<file path="src/sv/edu_pkg.sv">
package edu_pkg;

   // Default number of stored pattern symbols and fixed field widths.
   localparam int unsigned MAX_LEN_DEFAULT = 64;
   localparam int unsigned SYM_W = 8;
   localparam int unsigned CMD_W = 2;
   localparam int unsigned DIST_W = 7;

   // Request command codes.
   localparam logic [CMD_W-1:0] CMD_CLEAR  = 2'd0;
   localparam logic [CMD_W-1:0] CMD_APPEND = 2'd1;
   localparam logic [CMD_W-1:0] CMD_TEXT   = 2'd2;
   localparam logic [CMD_W-1:0] CMD_FINISH = 2'd3;

   // Operation codes carried by a token along the cell chain.
   localparam logic [1:0] OP_RESET  = 2'd0;
   localparam logic [1:0] OP_TEXT   = 2'd1;
   localparam logic [1:0] OP_FINISH = 2'd2;

   typedef struct packed {
      logic [CMD_W-1:0] command;
      logic [SYM_W-1:0] symbol;
   } request_type;

   typedef struct packed {
      logic [DIST_W-1:0] distance;
      logic              overflow;
   } response_type;

   // Control part of a token that moves one cell per cycle while the chain advances.
   typedef struct packed {
      logic             valid;
      logic [1:0]       op;
      logic [SYM_W-1:0] symbol;
      logic             dropped;
   } token_ctl_type;

endpackage

</file>
<file path="src/sv/edu_cell.sv">
module edu_cell #(
   parameter int unsigned MAX_LEN = edu_pkg::MAX_LEN_DEFAULT,
   parameter int unsigned INDEX = 1,
   localparam int unsigned LW = $clog2(MAX_LEN + 1)
) (
   input  logic                       clock,
   input  logic                       reset,
   input  logic                       adv,
   input  logic                       wr_en,
   input  logic [edu_pkg::SYM_W-1:0]  wr_symbol,
   input  edu_pkg::token_ctl_type     ctl_in,
   input  logic [LW-1:0]              left_in,
   input  logic [LW-1:0]              diag_in,
   input  logic [LW-1:0]              len_in,
   input  logic [LW-1:0]              result_in,
   output edu_pkg::token_ctl_type     ctl_out,
   output logic [LW-1:0]              left_out,
   output logic [LW-1:0]              diag_out,
   output logic [LW-1:0]              len_out,
   output logic [LW-1:0]              result_out
);
   import edu_pkg::*;

   localparam logic [LW-1:0] MY_INIT = LW'(INDEX);

   logic [SYM_W-1:0] sym_ff;
   logic [LW-1:0]    cost_ff;
   logic [LW-1:0]    cost_in;
   token_ctl_type    ctl_ff;
   logic [LW-1:0]    left_ff;
   logic [LW-1:0]    left_in_nx;
   logic [LW-1:0]    diag_ff;
   logic [LW-1:0]    diag_in_nx;
   logic [LW-1:0]    len_ff;
   logic [LW-1:0]    result_ff;
   logic [LW-1:0]    result_in_nx;
   logic [LW:0]      up_cost;
   logic [LW:0]      left_cost;
   logic [LW:0]      sub_cost;
   logic [LW:0]      best;

   // Three candidate costs, one bit wider so that a full-length column cannot wrap.
   always_comb begin
      up_cost   = {1'b0, cost_ff} + (LW+1)'(1);
      left_cost = {1'b0, left_in} + (LW+1)'(1);
      sub_cost  = {1'b0, diag_in} + (LW+1)'(sym_ff != ctl_in.symbol);
      best      = up_cost;
      if (left_cost < best) begin
         best = left_cost;
      end
      if (sub_cost < best) begin
         best = sub_cost;
      end
   end

   // Next cost and the values handed to the next cell.
   always_comb begin
      cost_in      = cost_ff;
      left_in_nx   = left_in;
      diag_in_nx   = diag_in;
      result_in_nx = result_in;
      if (ctl_in.valid) begin
         unique case (ctl_in.op)
            OP_RESET: begin
               cost_in = MY_INIT;
            end
            OP_TEXT: begin
               cost_in    = LW'(best);
               left_in_nx = LW'(best);
               diag_in_nx = cost_ff;
            end
            OP_FINISH: begin
               if (len_in == MY_INIT) begin
                  result_in_nx = cost_ff;
               end
               cost_in = MY_INIT;
            end
            default: begin
               cost_in = cost_ff;
            end
         endcase
      end
   end

   // Token and stored cost; only the valid bit and the cost need a reset value.
   always_ff @(posedge clock) begin
      if (reset) begin
         ctl_ff.valid <= 1'b0;
         cost_ff      <= MY_INIT;
      end else if (adv) begin
         ctl_ff    <= ctl_in;
         cost_ff   <= cost_in;
         left_ff   <= left_in_nx;
         diag_ff   <= diag_in_nx;
         len_ff    <= len_in;
         result_ff <= result_in_nx;
      end
   end

   // Pattern symbol held by this cell.
   always_ff @(posedge clock) begin
      if (wr_en) begin
         sym_ff <= wr_symbol;
      end
   end

   assign ctl_out    = ctl_ff;
   assign left_out   = left_ff;
   assign diag_out   = diag_ff;
   assign len_out    = len_ff;
   assign result_out = result_ff;

endmodule

</file>
<file path="config.mk">
export PLATFORM = sky130hd
export DESIGN_NAME = edu_cell
export DESIGN_NICKNAME = d
export VERILOG_FILES = /design/src/sv/edu_pkg.sv /design/src/sv/edu_cell.sv
export SDC_FILE = /design/constraint.sdc
export NUM_CORES = 1
export LEC_CHECK = 0
export BUFFER_PORTS_ARGS = -buffer_cell sky130_fd_sc_hd__buf_2
export CAP_MARGIN = 40
export CORE_ASPECT_RATIO = 0.8
export CORE_MARGIN = 8
export CORE_UTILIZATION = 46
export CTS_CLUSTER_SIZE = 8
export DETAILED_ROUTE_END_ITERATION = 16
export HOLD_SLACK_MARGIN = 0.03
export PLACE_DENSITY_LB_ADDON = 0.3
export SLEW_MARGIN = 10
export SYNTH_ARGS = -nofsm -noshare
export SYNTH_HDL_FRONTEND = slang
export SYNTH_SLANG_ARGS = --single-unit
</file>
<file path="constraint.sdc">
create_clock -name clock -period 4.08 [get_ports clock]
set_input_delay 0.408 -clock clock [delete_from_list [all_inputs] [get_ports clock]]
set_output_delay 0.408 -clock clock [all_outputs]
set_load 0.02 [all_outputs]
</file>
=== Word level (Yosys, flattened, before mapping) ===
Cells that the tools add are included.

* Add/subtract/negate cells: 3
* Magnitude comparators: 2
* Eq/ne operators: 4
* Mux-type cells: 10
* Bitwise operators: 1
* Reductions and logical operators: 5

{| class="wikitable"
|+ Operators by type and width
! operator !! count
|-
| $mux 7 || 8
|-
| $add 7x1->8 const B || 2
|-
| $lt 8x8->1 || 2
|-
| $pmux 7 s2 || 1
|-
| $add 7x1->8 || 1
|-
| $mux 8 || 1
|-
| $ne 8x8->1 || 1
|-
| $eq 7x1->1 const B || 1
|-
| $reduce_and 3->1 || 1
|-
| $eq 2x1->1 const B || 1
|-
| $eq 2x2->1 const B || 1
|-
| $logic_not 2->1 || 1
|-
| $reduce_and 2->1 || 1
|-
| $reduce_bool 2->1 || 1
|-
| $reduce_or 2->1 || 1
|-
| $not 1->1 || 1
|}

* Bits in registers: 55
* Bits of input ports: 52
* Output and inout bits: 40
* Logic and storage cells: 35

=== Logic depth before layout (Yosys ltp) ===
* Depth after elaboration: 7
* Mapped depth: 19

=== Worst setup path before layout ===
No wires, ideal clock.

* Path type: input-to-reg
* Start point: input port left_in[0]
* End point: register left_ff[1] (netlist: left_out[1]) (data pin)
* Arrival: 4178 ps
* Required time: 3936 ps
* Path slack: -242 ps
* Stages on the path: 19
* Path through: ha_1 > nand3_1 > xor2_1 > inv_1 > ha_1 > a21oi_1 > o21ai_0 > maj3_1 > a21oi_4 > mux2i_1 > inv_1 > ha_1 > a21o_1 > a221oi_1 > o211ai_1 > a211o_2 > o211ai_4 > mux2_4 > o21ai_2

* Longest elaborated chain between the ends: 7

{| class="wikitable"
|+ RTL lines
! what !! RTL line !! source
|-
| start, declared || edu_cell.sv:12 || <nowiki>input logic [LW-1:0] left_in,</nowiki>
|-
| $add 7x1->8 * || edu_cell.sv:45 || <nowiki>left_cost = {1'b0, left_in} + (LW+1)'(1);</nowiki>
|-
| $lt 8x8->1 || edu_cell.sv:48 || <nowiki>if (left_cost < best) begin</nowiki>
|-
| $mux 8 * || edu_cell.sv:48 ||
|-
| $lt 8x8->1 || edu_cell.sv:51 || <nowiki>if (sub_cost < best) begin</nowiki>
|-
| $mux 7 * || edu_cell.sv:51 ||
|-
| $mux 7 * || edu_cell.sv:63 || <nowiki>unique case (ctl_in.op)</nowiki>
|-
| $mux 7 * || edu_cell.sv:62 || <nowiki>if (ctl_in.valid) begin</nowiki>
|-
| net left_in_nx[1] || edu_cell.sv:31 || <nowiki>logic [LW-1:0] left_in_nx;</nowiki>
|-
| end signal, assigned || edu_cell.sv:93 || <nowiki>left_ff <= left_in_nx;</nowiki>
|-
| end, declared || edu_cell.sv:30 || <nowiki>logic [LW-1:0] left_ff;</nowiki>
|}

The timed path passes the listed nets; every way through them passes the cells marked *.
A chain may end at the register's enable or synchronous reset.

=== Final worst setup path ===
* Start point: input port left_in[0]
* End point: register left_ff[3] (netlist: left_out[3]) (data pin)

The elaborated chain is that of the path after synthesis.

==> reports/summary.txt <==
Clk Latency, worst-skew pair -> 0.31 ns
First-pass GRT wire length -> 11.6 mm
Internal power -> 993 uW
HP Class -> in -> reg
Psw -> 369 uW
Synth warn -> 0
CTS Sinks -> 55
H-tree Lvls -> 2
Fmax -> 230 MHz
Flops & latches, synth -> 55
Max VDD drop -> 0.258 mV
Yosys cell types -> 45
Worst path required time -> 4.13 ns
Total Nets Final -> 442
Die ar. -> 9290 um2
Syn_nets -> 308
Hold Fails Final Rpt -> 0
DRC -> 0
Maximum clock path buffer count -> 2
Final hold slack -> 0.275 ns
Logic gate share of total power -> 25.6%
Final GP Congestion -> 0.825
Syn_area_per_cell -> 12.4 um2
Fillers -> 459
CP Data Arrival Time -> 4.39 ns
Starting Density -> 47.0%
FP Rows -> 26
PortBufs -> 91
Antenna Cells -> 0
Max_cap viols -> 0
Setup slack after layout -> -0.260 ns
Primary FF master, synth -> edfxtp_1
Share of layout cells above drive strength 1 -> 53.1%
Core area -> 6310 um2
Hold Crit Depth -> 1
CTS Hold Bufs -> 0
Register area share after synthesis -> 53.0%
Max FO, Critical Path -> 6
DR vias/cell -> 5.20
Vias -> 2387
CTS tree -> yes
Endpoint class of the critical path -> flip-flop
Synth top cells by count -> edfxtp_1, nand2_1, xor2_1
Die width -> 106 um
Dpl cell area -> 3710 um2
Area grow syn2layout -> 40.8%
Count leader, synth -> edfxtp_1
Pwr/cell area -> 326 nW/um2
Net Sw Frac -> 27.1%
Gr usage total -> 15.5%
Tmin final -> 4.34 ns
HPWL Detailed -> 5.82 mm
Final period util -> 106%
Final WL -> 8.39 mm
Number of global-route vias before repair -> 2421
Synth Instances -> 240
Clock transition at path regs -> 0.11 ns
DR iter-0 viols -> 145
Wire length per cell -> 18.3 um
Initial antenna violation count -> 0
Failing checks -> setup timing
Critical path startpoint category -> primary input
Clock Skews -> 0.0130 ns
Post-DRT Antenna Nets -> 0
Synth Cell Area -> 2970 um2
Finished Cell Area -> 4180 um2
Leak pwr -> 0.00177 uW
Final setup viols -> 12
Root buffer cell -> clkbuf_8
Die Y -> 87.8 um
Seq pwr share -> 48.2%
Fin cells -> 459
Async set-reset flop share out of synthesis -> 0%
Post-synth EDFFs -> 47
Total CTS buffers -> 5
TritonRoute pass-1 iters -> 4
Grt total ovfl -> 0
Status -> finished, violations left
Final Max Slew Viols -> 0
Slew HR -> 47.2%
Area share of the largest cell type after synthesis -> 47.6%
RSZ-0062 raised after global routing -> true
Worst-margin pin slew -> 0.789 ns
# IOs -> 92
Finished Core Util -> 66.2%
Area leader, netlist -> edfxtp_1
Largest net degree at the start of global routing -> 24
Clock share of power -> 26.2%
Post-Place Cells -> 434
Crit path kind -> in -> reg
Synth area leaders -> edfxtp_1, ha_1, dfxtp_1, mux2_2, xor2_1
Worst Reg-to-Reg Cells -> 19
[cell usage in the layout, fill, tap and decap left out, types with 3 or more instances in the layout]
| cell type | count |
|---|---|
| ha_1 | 10 |
| buf_2 | 91 |
| and3_1 | 3 |
| a21oi_1 | 4 |
| a21o_1 | 4 |
| dfxtp_1 | 4 |
| o21ai_1 | 5 |
| edfxtp_1 | 47 |
| xor2_1 | 14 |
| mux2_4 | 3 |
| mux2i_1 | 5 |
| o211ai_1 | 4 |
| ha_4 | 4 |
| xnor2_1 | 3 |
| xor2_4 | 3 |
| mux2_2 | 14 |
| buf_4 | 35 |
| inv_1 | 10 |
| dfxtp_4 | 3 |
| buf_8 | 3 |
| nor2_1 | 9 |
| nand2b_1 | 3 |
| nand2_1 | 20 |
| clkbuf_8 | 5 |
| nand3_1 | 7 |
| o21ai_0 | 9 |
| a21oi_2 | 3 |
| o21ai_2 | 6 |
[cell type report]
class                   instances  area (um2)  area share [%]
repair buffers                132         806            19.3
clock buffers                   5        68.8            1.65
clock inverters                 3        43.8            1.05
well taps                      84         105            2.52
multi-input cells             169        1530            36.6
inverters                      11        41.3           0.989
flip-flops and latches         55        1580            37.9
[metrics by stage]
step                      power, uW  setup WS, ns  TNS [ns]
after floorplan                 841       0.00736         0
after global placement          947        -0.193     -1.47
after detailed placement        954        -0.297     -2.74
after CTS                      1320       -0.0303   -0.0736
after global routing           1410        -0.384     -3.78
final                          1360        -0.260     -2.28
[kinds of logic (layout without fill, tap and decap cells)]
family          after synthesis  in the layout  share of synthesized area, %
flops                        55             55                          53.0
mux                          26             26                          9.87
fa+ha+maj                    17             17                          7.09
xor+xnor                     21             21                          6.20
compound gates               45             45                          11.1
simple gates                 60             60                          10.7
buf+inv                      16            151                          2.11
[registers in the layout (all words and copies together) (netlist names)]
| signal | count |
|---|---|
| ctl_out | 12 |
| sym_ff | 8 |
| cost_ff | 7 |
| diag_out | 7 |
| left_out | 7 |
| len_out | 7 |
| result_out | 7 |
[final timing paths]
kind,slack (ns),from,endpoint
setup / recovery,-0.26,left_in[0],left_out[3]$_DFFE_PP_
hold / removal,0.28,len_in[4],len_out[4]$_DFFE_PP_
setup reg to reg,-0.24,cost_ff[1]$_SDFFE_PP0P_,left_out[3]$_DFFE_PP_
hold reg to reg,0.53,ctl_out[11]$_SDFFE_PP0P_,ctl_out[11]$_SDFFE_PP0P_
[power by group through the flow]
stage	registers (uW)	clock network, uW	logic (uW)
after global routing	660	381	373
after global placement	669	0	278
final	657	357	349
after detailed placement	670	0	285
after CTS	658	362	295
after floorplan	702	0	139
[what timing repair did]
| action | CTS | global route |
|---|---|---|
| gates resized for setup | 11 | 32 |
| buffers inserted | 5 | 12 |
| pin swaps | 7 | 18 |
| setup endpoints to repair | 12 | 13 |
[metal layers]
metal,up-vias,wire (um),track usage (%)
met5,-,0,0
met4,0,193,3.69
met3,16,658,4.78
met2,96,4140,26.1
met1,1117,3400,19.1
li1,1158,-,-
[worst max-delay path, stage by stage]
cell and delay, ns:
buf_2 0.11, ha_2 0.18, nand3_1 0.09, xor2_1 0.24, inv_1 0.12, ha_4 0.26, a21oi_2 0.13, o21ai_1 0.09
maj3_2 0.35, a21oi_4 0.25, mux2i_2 0.30, inv_1 0.08, ha_2 0.18, a21o_1 0.20, a221oi_2 0.33, o211ai_1 0.16
a211o_2 0.31, o211ai_4 0.09, buf_12 0.16, mux2i_2 0.25, o21ai_1 0.10
No activity file was read; power rests on OpenSTA's default activity.
